<file path="config.mk">
export PLATFORM = sky130hd
export DESIGN_NAME = sfdg_divider
export DESIGN_NICKNAME = d
export VERILOG_FILES = /design/src/sv/sfdg_divider.sv
export SDC_FILE = /design/constraint.sdc
export NUM_CORES = 1
export LEC_CHECK = 0
export BUFFER_PORTS_ARGS = -buffer_cell sky130_fd_sc_hd__buf_2
export CORE_MARGIN = 2
export CORE_UTILIZATION = 50
export DETAILED_ROUTE_END_ITERATION = 8
export PLACE_DENSITY_LB_ADDON = 0.08
export SLEW_MARGIN = 0
export SYNTH_ARGS = -nofsm -noshare
export SYNTH_HDL_FRONTEND = slang
export SYNTH_SLANG_ARGS = --single-unit
</file>
<file path="constraint.sdc">
create_clock -name clk -period 6.22 [get_ports clk]
set_input_delay 1.244 -clock clk [delete_from_list [all_inputs] [get_ports clk]]
set_output_delay 1.244 -clock clk [all_outputs]
set_load 0.005 [all_outputs]
</file>
<file path="src/sv/sfdg_divider.sv">
// Restoring divider, one quotient bit per cycle, signed dividend, unsigned divisor.
// Quotient truncates toward zero. Depends on no package.
module sfdg_divider #(
  parameter int NW = 30,
  parameter int DW = 14
) (
  input  logic                 clk,
  input  logic                 rst_n,
  input  logic                 start,
  input  logic signed [NW-1:0] num,
  input  logic [DW-1:0]        den,
  output logic                 done,
  output logic signed [NW-1:0] quo
);
  localparam int CW = $clog2(NW + 1);
  logic [NW-1:0]  mag_r, q_r;
  logic [DW:0]    rem_r;
  logic [DW-1:0]  den_r;
  logic           neg_r, busy_r;
  logic [CW-1:0]  cnt_r;
  logic [DW:0]    trial;
  logic [DW:0]    shifted;

  assign shifted = {rem_r[DW-1:0], mag_r[NW-1]};
  assign trial   = shifted - {1'b0, den_r};
  assign done    = busy_r && (cnt_r == '0);
  assign quo     = neg_r ? -$signed(q_r) : $signed(q_r);

  always_ff @(posedge clk) begin
    if (!rst_n) begin
      busy_r <= 1'b0;
      cnt_r  <= '0;
    end else if (start) begin
      busy_r <= 1'b1;
      cnt_r  <= CW'(NW);
      neg_r  <= num[NW-1];
      mag_r  <= num[NW-1] ? NW'(-num) : NW'(num);
      rem_r  <= '0;
      q_r    <= '0;
      den_r  <= den;
    end else if (busy_r) begin
      if (cnt_r == '0) begin
        busy_r <= 1'b0;
      end else begin
        cnt_r <= cnt_r - 1'b1;
        mag_r <= {mag_r[NW-2:0], 1'b0};
        if (!trial[DW]) begin
          rem_r <= trial;
          q_r   <= {q_r[NW-2:0], 1'b1};
        end else begin
          rem_r <= shifted;
          q_r   <= {q_r[NW-2:0], 1'b0};
        end
      end
    end
  end
endmodule

</file>
# Yosys cells after proc, flatten, opt, wreduce, memory -nomap -nowiden
# Index checks and enable logic that the tools add are counted.
[totals]
out_inout_bits = 31
input_bits = 47
elab_cells = 40
ff_bits = 95
[op_classes]
eq_ne = 1
n_addsub = 4
n_bitwise = 2
reduce_logical = 8
muxes = 17
[ops]
columns = ["op", "n"]
rows = [
  ["30-bit 2-to-1 mux", 7],
  ["30-bit negation", 2],
  ["14-bit 2-to-1 mux", 3],
  ["5-bit 2-to-1 mux", 3],
  ["15-bit by 14-bit subtractor with 15-bit output", 1],
  ["2-bit AND reduction", 3],
  ["5-bit zero test", 1],
  ["5-bit by 1-bit subtractor with 5-bit output (second input constant)", 1],
  ["1-bit 2-to-1 mux", 4],
  ["3-bit AND reduction", 1],
  ["2-bit != test (second input constant)", 1],
  ["1-bit inverter", 2],
  ["2-bit nonzero test", 1],
  ["2-bit OR reduction", 1],
  ["1-bit logical AND", 1],
]

# Longest topological paths before layout
# Gate-level depths: netlist of run 1.
[depth]
ltp_word = 4
mapped_depth = 11
mapped_depth_nobuf = 10

# Least setup slack after synthesis of run 1
# OpenSTA, ideal clock, no wires.
[synth_timing]
path_kind = "input-to-reg"
from = "input port start"
to = "register mag_r[0], enable pin"
n_path_buf = 2
t_required_ns = 5.782
setup_ns = 0.438
arrival_time_ns = 3.532
cell_stages = 3
path_slack_ns = 2.250
cell_sequence = "clkbuf_1 clkbuf_1 o21a_1"
[synth_via]
elab_chain_cells = 2
word_cells_on_any_way = 3
cone_classes = "eq/ne (1); reduce/logical (2)"
[synth_lines]
columns = ["item", "line", "source"]
rows = [
  ["start, declared", "9", "input logic start,"],
  ["2-bit != test (no source line) / 2-bit nonzero test (equally long branches)", "n/a", ""],
  ["3-bit AND reduction (no source line) *", "n/a", ""],
  ["end signal, assigned", "37", "mag_r <= num[NW-1] ? NW'(-num) : NW'(num);"],
  ["end signal, assigned", "46", "mag_r <= {mag_r[NW-2:0], 1'b0};"],
  ["end, declared", "16", "logic [NW-1:0] mag_r, q_r;"],
]
# Every way passes the cells marked *; elsewhere a longest branch is shown, timed or not.
# A chain may end at the register's enable or synchronous reset.

# Worst setup path in the final report of run 1
[layout_timing]
from = "register q_r[2]"
to = "output port quo[27]"
[layout_via]
elab_chain_cells = 2
[layout_lines]
columns = ["item", "line", "source"]
rows = [
  ["start, declared", "16", ""],
  ["start signal, assigned", "49", "q_r <= {q_r[NW-2:0], 1'b1};"],
  ["start signal, assigned", "52", "q_r <= {q_r[NW-2:0], 1'b0};"],
  ["30-bit negation", "27", "assign quo = neg_r ? -$signed(q_r) : $signed(q_r);"],
  ["30-bit 2-to-1 mux", "27", ""],
  ["end, declared", "13", "output logic signed [NW-1:0] quo"],
]
# Every way passes these cells.

==> results of run 1 <==
==> tightest hold or removal path: stages, from the launching register on <==
cell     delay [ns]
dfxtp_1        0.32
a21oi_1        0.14
nor2b_1        0.06
==> power breakdown <==
group	leakage, µW	total [µW]	internal (µW)	switching (µW)
clock network	0.000143	557	312	245
registers	0.000902	799	763	36.0
logic	0.00144	358	163	194
total	0.00249	1710	1240	475
==> per-layer routing <==
metal / GRT usage [%] / vias up / wire (µm)
met4: 9.136 / 0 / 223
met5: 0 / - / 0
met1: 27.86 / 1959 / 5660
met2: 29.20 / 98 / 4903
li1: - / 2060 / -
met3: 3.554 / 10 / 492
==> placed cells by master (no fill, tap or decap), drive strengths merged, types with 2 or more instances in the layout <==
cell type and count:
nor2b 34, inv 25, nor2 58, clkinv 4
o21a 9, nand3 7, xor2 31, edfxtp 89
clkbuf 9, a21oi 45, o31ai 18, mux2i 11
or4 8, and2 4, and3 3, a211oi 3
a41o 2, or2 2, dfxtp 6, nor4 7
nand2 30, a31oi 2, o41ai 11, or3 3
o21ai 20, nand3b 2, ha 17, nor3 5
xnor2 36, buf 78, nand2b 8, mux2 3
==> final cells by class <==
cell class | count | area, µm² | share of cell area (%)
Sequential cell | 95 | 2793 | 42.83
Inverter | 24 | 90.09 | 1.382
Timing Repair Buffer | 78 | 395.4 | 6.064
Multi-Input combinational cell | 390 | 2765 | 42.41
Clock buffer | 9 | 225.2 | 3.454
Clock inverter | 7 | 72.57 | 1.113
Tap cell | 143 | 178.9 | 2.744
==> logic make-up after synthesis <==
kind of cell	synth area share, %
and+or+nand+nor	16.95
AOI/OAI and AO/OA	14.05
DFF	48.75
xor gates and xnor gates	10.57
buffers and inverters	3.102
adders and majority gates	4.063
muxes	2.512
==> worst max-delay path by stage <==
stage               startpoint       end  slack (ns)  cells past startpoint
floorplan                start  mag_r[0]        2.25                      3
global placement        q_r[2]   quo[27]        2.85                      8
detailed placement      q_r[2]   quo[27]        2.78                      8
CTS                     q_r[2]   quo[27]        2.39                      8
global route            q_r[2]   quo[27]        2.09                      8
finish                  q_r[2]   quo[27]        2.45                      8
==> sequential cells by signal (all words and copies together) (netlist names) <==
signal	cells
busy_r	1
cnt_r	5
den_r	14
mag_r	30
neg_r	1
q_r	30
rem_r	14
==> metrics by stage <==
stage | total power (µW) | util (%) | worst slack (ns)
6_report | 1714 | 57.59 | 2.450
3_3_place_gp | 1163 | 54.96 | 2.847
2_1_floorplan | 1070 | - | 2.250
4_1_cts | 1735 | 57.59 | 2.392
5_1_grt | 1806 | 57.59 | 2.090
3_5_place_dp | 1173 | 54.96 | 2.778
==> impl_metrics.ini, run 1 <==
[timing]
fin_hold_ws_ns = 0.5631
min_period_ns = 3.770
max_freq_mhz = 265.2
clock_skew_ns = 0.006218
worstMarginPinSlew_ns = 1.127
tns_ns = 0
slew_viol_final = 0
rsz0062_at_grt = no
period_share_pct = 60.62
slew_headroom_pct = 24.86
final-setup-viol-count = 0
hold_viol = 0

[critical_path]
reg2reg_setup_slack_ns = 3.30
r2r_cells = 9
crit_fanout = 5
path_delay_family = simple AND/OR/NAND/NOR gates
end_kind = output pin
r2r_start = den_r[0]
worstPathCellList = or3_4, nor4_1, nand2_1, inv_2, nand3_1, o31ai_1, xnor2_1, buf_2
cp.required_ns = 4.98
critPathBufInv = 2
crit_path_max_incr_delay_ns = 0.45
r2r-end = rem_r[1]
critPathArrivalTime_ns = 2.53
crit_type = register to output pin
cpMaxStageDelayCell = edfxtp_1
worst_setup_path_start_kind = register

[clock_tree]
ctsLongestPathBuffers = 2
cts.sinks = 95
clk_latency_ns = 0.35
clk_pin_slew_worst_paths_ns = 0.07
cts_setup_buffers = 0
cts_tree = yes
ctsHoldBuffers = 0
htreeDepth = 3
cts_resized = 0
numCtsBuffers = 9
root_buffer = clkbuf_16

[power]
p_per_area_nw_per_um2 = 262.9
p_leak_uw = 0.002486
ir_drop_v = 0.0001616

[place]
dpl_cell_area_um2 = 6222
post-dp-hpwl_um = 7907
dp_cells = 730
numPortBuffers = 77
gp_congestion = 0.8618

[yosys]
yosys.area.top_type_share_pct = 46.66
synth_top_cells_by_area = edfxtp_1 47%, xnor2_1 5.4%, xor2_1 4.7%
syn_nets = 595
synth_seq_cells = 95
dominantRegCellSynth = edfxtp_1
yosysTopAreaCell = edfxtp_1
ys_warn_count = 0
yosysMostFrequentCell = edfxtp_1
synth_cells = 530
synth_edf_count = 89
synth.distinct_cells = 64
async_flop_share_pct = 0
synth_common_cells = 89 x edfxtp_1, 56 x nor2_1, 41 x a21oi_1, 35 x xnor2_1, 34 x nor2b_1
avgSynthCellArea_um2 = 10.81
ys_seq_area_share_pct = 48.75
syn_area_um2 = 5728

[die]
die_area_um2 = 12330
floorplan.die.width_um = 111.0
io_pins = 78
die_y_um = 111.0
initial_core_util_pct = 50.60
core_um2 = 11320
rows = 39

[flow_run]
max-cap-violations = 0

[grt]
grt_overflow = 0
grt_pass1_vias = 4035
grt_max_degree = 90
grt_pass1_wl_um = 19460
antenna_found_initial = 0
grt_use_total_pct = 19.57

[route]
ant_nets = 0
drc = 0
finalWirelength_um = 11280
dr.pass1.iters = 4
drt_iter0_drc = 210
via_count = 4127
wl_per_cell_um = 15.12
via_per_inst = 5.532

[finish]
drive_gt1_share_pct = 20.56
antenna_cells = 0
final_cells = 746
nets = 663
syn2layout_area_growth_pct = 13.83
fill_cells = 1006
finalInstanceArea_um2 = 6520

[hold_path]
hold_start = cnt_r[4]
whs_endpoint = cnt_r[4]
hold_path_class = register to register
holdPathStages = 2

[run_status]
status = finished clean
Note: power is estimated with default switching activity, not from simulation.
==> run 2: changes to the inputs <==
==> constraint.sdc (replaced) <==
create_clock -name clk -period 3.3 [get_ports clk]
set_input_delay 0.66 -clock clk [delete_from_list [all_inputs] [get_ports clk]]
set_output_delay 0.66 -clock clk [all_outputs]
set_load 0.005 [all_outputs]
==> impl_metrics.ini, run 2 (synthesis gave the netlist of run 1 again) <==
[flow_run]
max-cap-violations = 0

[critical_path]
critPathArrivalTime_ns = 2.54
r2r_cells = 11
worstPathCellList = or4_1, nor2_4, nand2_1, inv_2, nand3_1, o31ai_1, xnor2_1, buf_2
crit_path_max_incr_delay_ns = 0.60
crit_type = register to output pin
cpMaxStageDelayCell = or4_1
end_kind = output pin
cp.required_ns = 2.64
worst_setup_path_start_kind = register
crit_fanout = 4

[clock_tree]
htreeDepth = 3
cts.sinks = 95
ctsHoldBuffers = 0
clk_pin_slew_worst_paths_ns = 0.07
cts_tree = yes
ctsLongestPathBuffers = 2
clk_latency_ns = 0.36
numCtsBuffers = 9
root_buffer = clkbuf_16

[die]
core_um2 = 11320
rows = 39
initial_core_util_pct = 50.60
die_y_um = 111.0
die_area_um2 = 12330
io_pins = 78
floorplan.die.width_um = 111.0

[power]
p_per_area_nw_per_um2 = 486.3
combPwrFrac_pct = 22.0
p_seq_share_pct = 46.9
clockPowerShare_pct = 31.2
power.switching_uw = 910.3
ir_drop_v = 0.0003656
p_int_uw = 2282
switching_share_pct = 28.51
p_leak_uw = 0.002518

[finish]
seq_area_um2 = 2793
final_cell_mix = 89 x edfxtp_1, 76 x buf_2, 56 x nor2_1
drive_gt1_share_pct = 21.80
finalInstanceArea_um2 = 6565
multi_input_area_um2 = 2765
syn2layout_area_growth_pct = 14.61
fill_cells = 999
fin_util_pct = 57.99
top_regs = mag_r (30), q_r (30)
final_common_cell = edfxtp_1
nets = 670
antenna_cells = 0

[timing]
hold_viol = 0
min_period_ns = 3.201
rsz0062_at_grt = yes
clock_skew_ns = 0.007863
final-setup-viol-count = 0
worstMarginPinSlew_ns = 0.8201
slew_headroom_pct = 45.33
tns_ns = 0
slew_viol_final = 0
max_freq_mhz = 312.4
period_share_pct = 96.99

[route]
via_per_inst = 5.385
dr.pass1.iters = 4
wl_per_cell_um = 14.76
drt_iter0_drc = 174
ant_nets = 0
finalWirelength_um = 11110
drc = 0
via_count = 4055

[grt]
antenna_found_initial = 0
grt_pass1_vias = 3880
grt_pass1_wl_um = 18710
grt_overflow = 0
grt_use_total_pct = 18.69
grt_max_degree = 83

[hold_path]
holdPathStages = 1
hold_path_class = input pin to register

[place]
gp_congestion = 0.9069
post-dp-hpwl_um = 7692
dpl_cell_area_um2 = 6266
numPortBuffers = 77

[run_status]
status = finished clean
## run 2: cell types whose count changed in the layout (fill, tap and decap cells not counted)
cell / previous run / this run
clkinv_2: 1 / 2
nor4_1: 5 / 4
buf_4: 2 / 8
clkinv_4: 2 / 0
clkinv_1: 1 / 0
o21a_4: 2 / 1
inv_6: 1 / 4
bufinv_16: 1 / 0
buf_12: 0 / 1
o21a_2: 0 / 1
nor4_2: 1 / 2
## run 2: layout make-up
type | count | area share [%]
clock buffers | 9 | 3.431
well taps | 143 | 2.725
inverters | 24 | 1.372
clock inverters | 7 | 0.8005
repair buffers | 85 | 7.014
flip-flops and latches | 95 | 42.54
multi-input cells | 390 | 42.12
## run 2: per-layer routing
layer  up-vias  track usage [%]  wire length, µm  share of wire [%]
li1       2076                -                -                  -
met1      1888            25.82             5536                 50
met2        76            28.75             4935                 44
met3        15            4.921              458                4.1
met4         0            6.502              180                1.6
met5         -                0                0                  0
## run 2: through the flow
stage               hold WS, ns  std cells  setup WS, ns  power [µW]
floorplan                0.5028        530        0.6612        2014
global placement         0.5243        735        0.5262        2211
detailed placement       0.5404        735        0.3942        2224
CTS                      0.4588        751      0.002226        3233
global route             0.4578        753     -0.001685        3366
finish                   0.4733        753       0.09929        3193
## run 2: worst paths after layout
kind	start	end	slack [ns]
max	q_r[12]	quo[27]	0.1
min	den[2]	den_r[2]	0.47
max reg2reg	mag_r[29]	rem_r[1]	0.53
min reg2reg	cnt_r[4]	cnt_r[4]	0.55
## run 2: what timing repair did
item                                   CTS  global route
gates resized for setup                  0             1
setup buffers                            0             2
setup endpoints to repair                0             3
endpoints found under the hold margin    0             0
## run 2: critical path, delay by kind of cell (launching register included)
family	cells	cell delay, ns
buffers and inverters	2	0.22
DFF	1	0.45
xor gates and xnor gates	1	0.15
AOI/OAI and AO/OA	1	0.30
and+or+nand+nor	4	1.06
## run 2: power by group through the flow
stage,registers (µW),logic (µW),clock network (µW)
2_1_floorplan,1510,507,0
3_3_place_gp,1520,690,0
3_5_place_dp,1520,702,0
4_1_cts,1500,706,1030
5_1_grt,1510,787,1070
6_report,1500,701,996
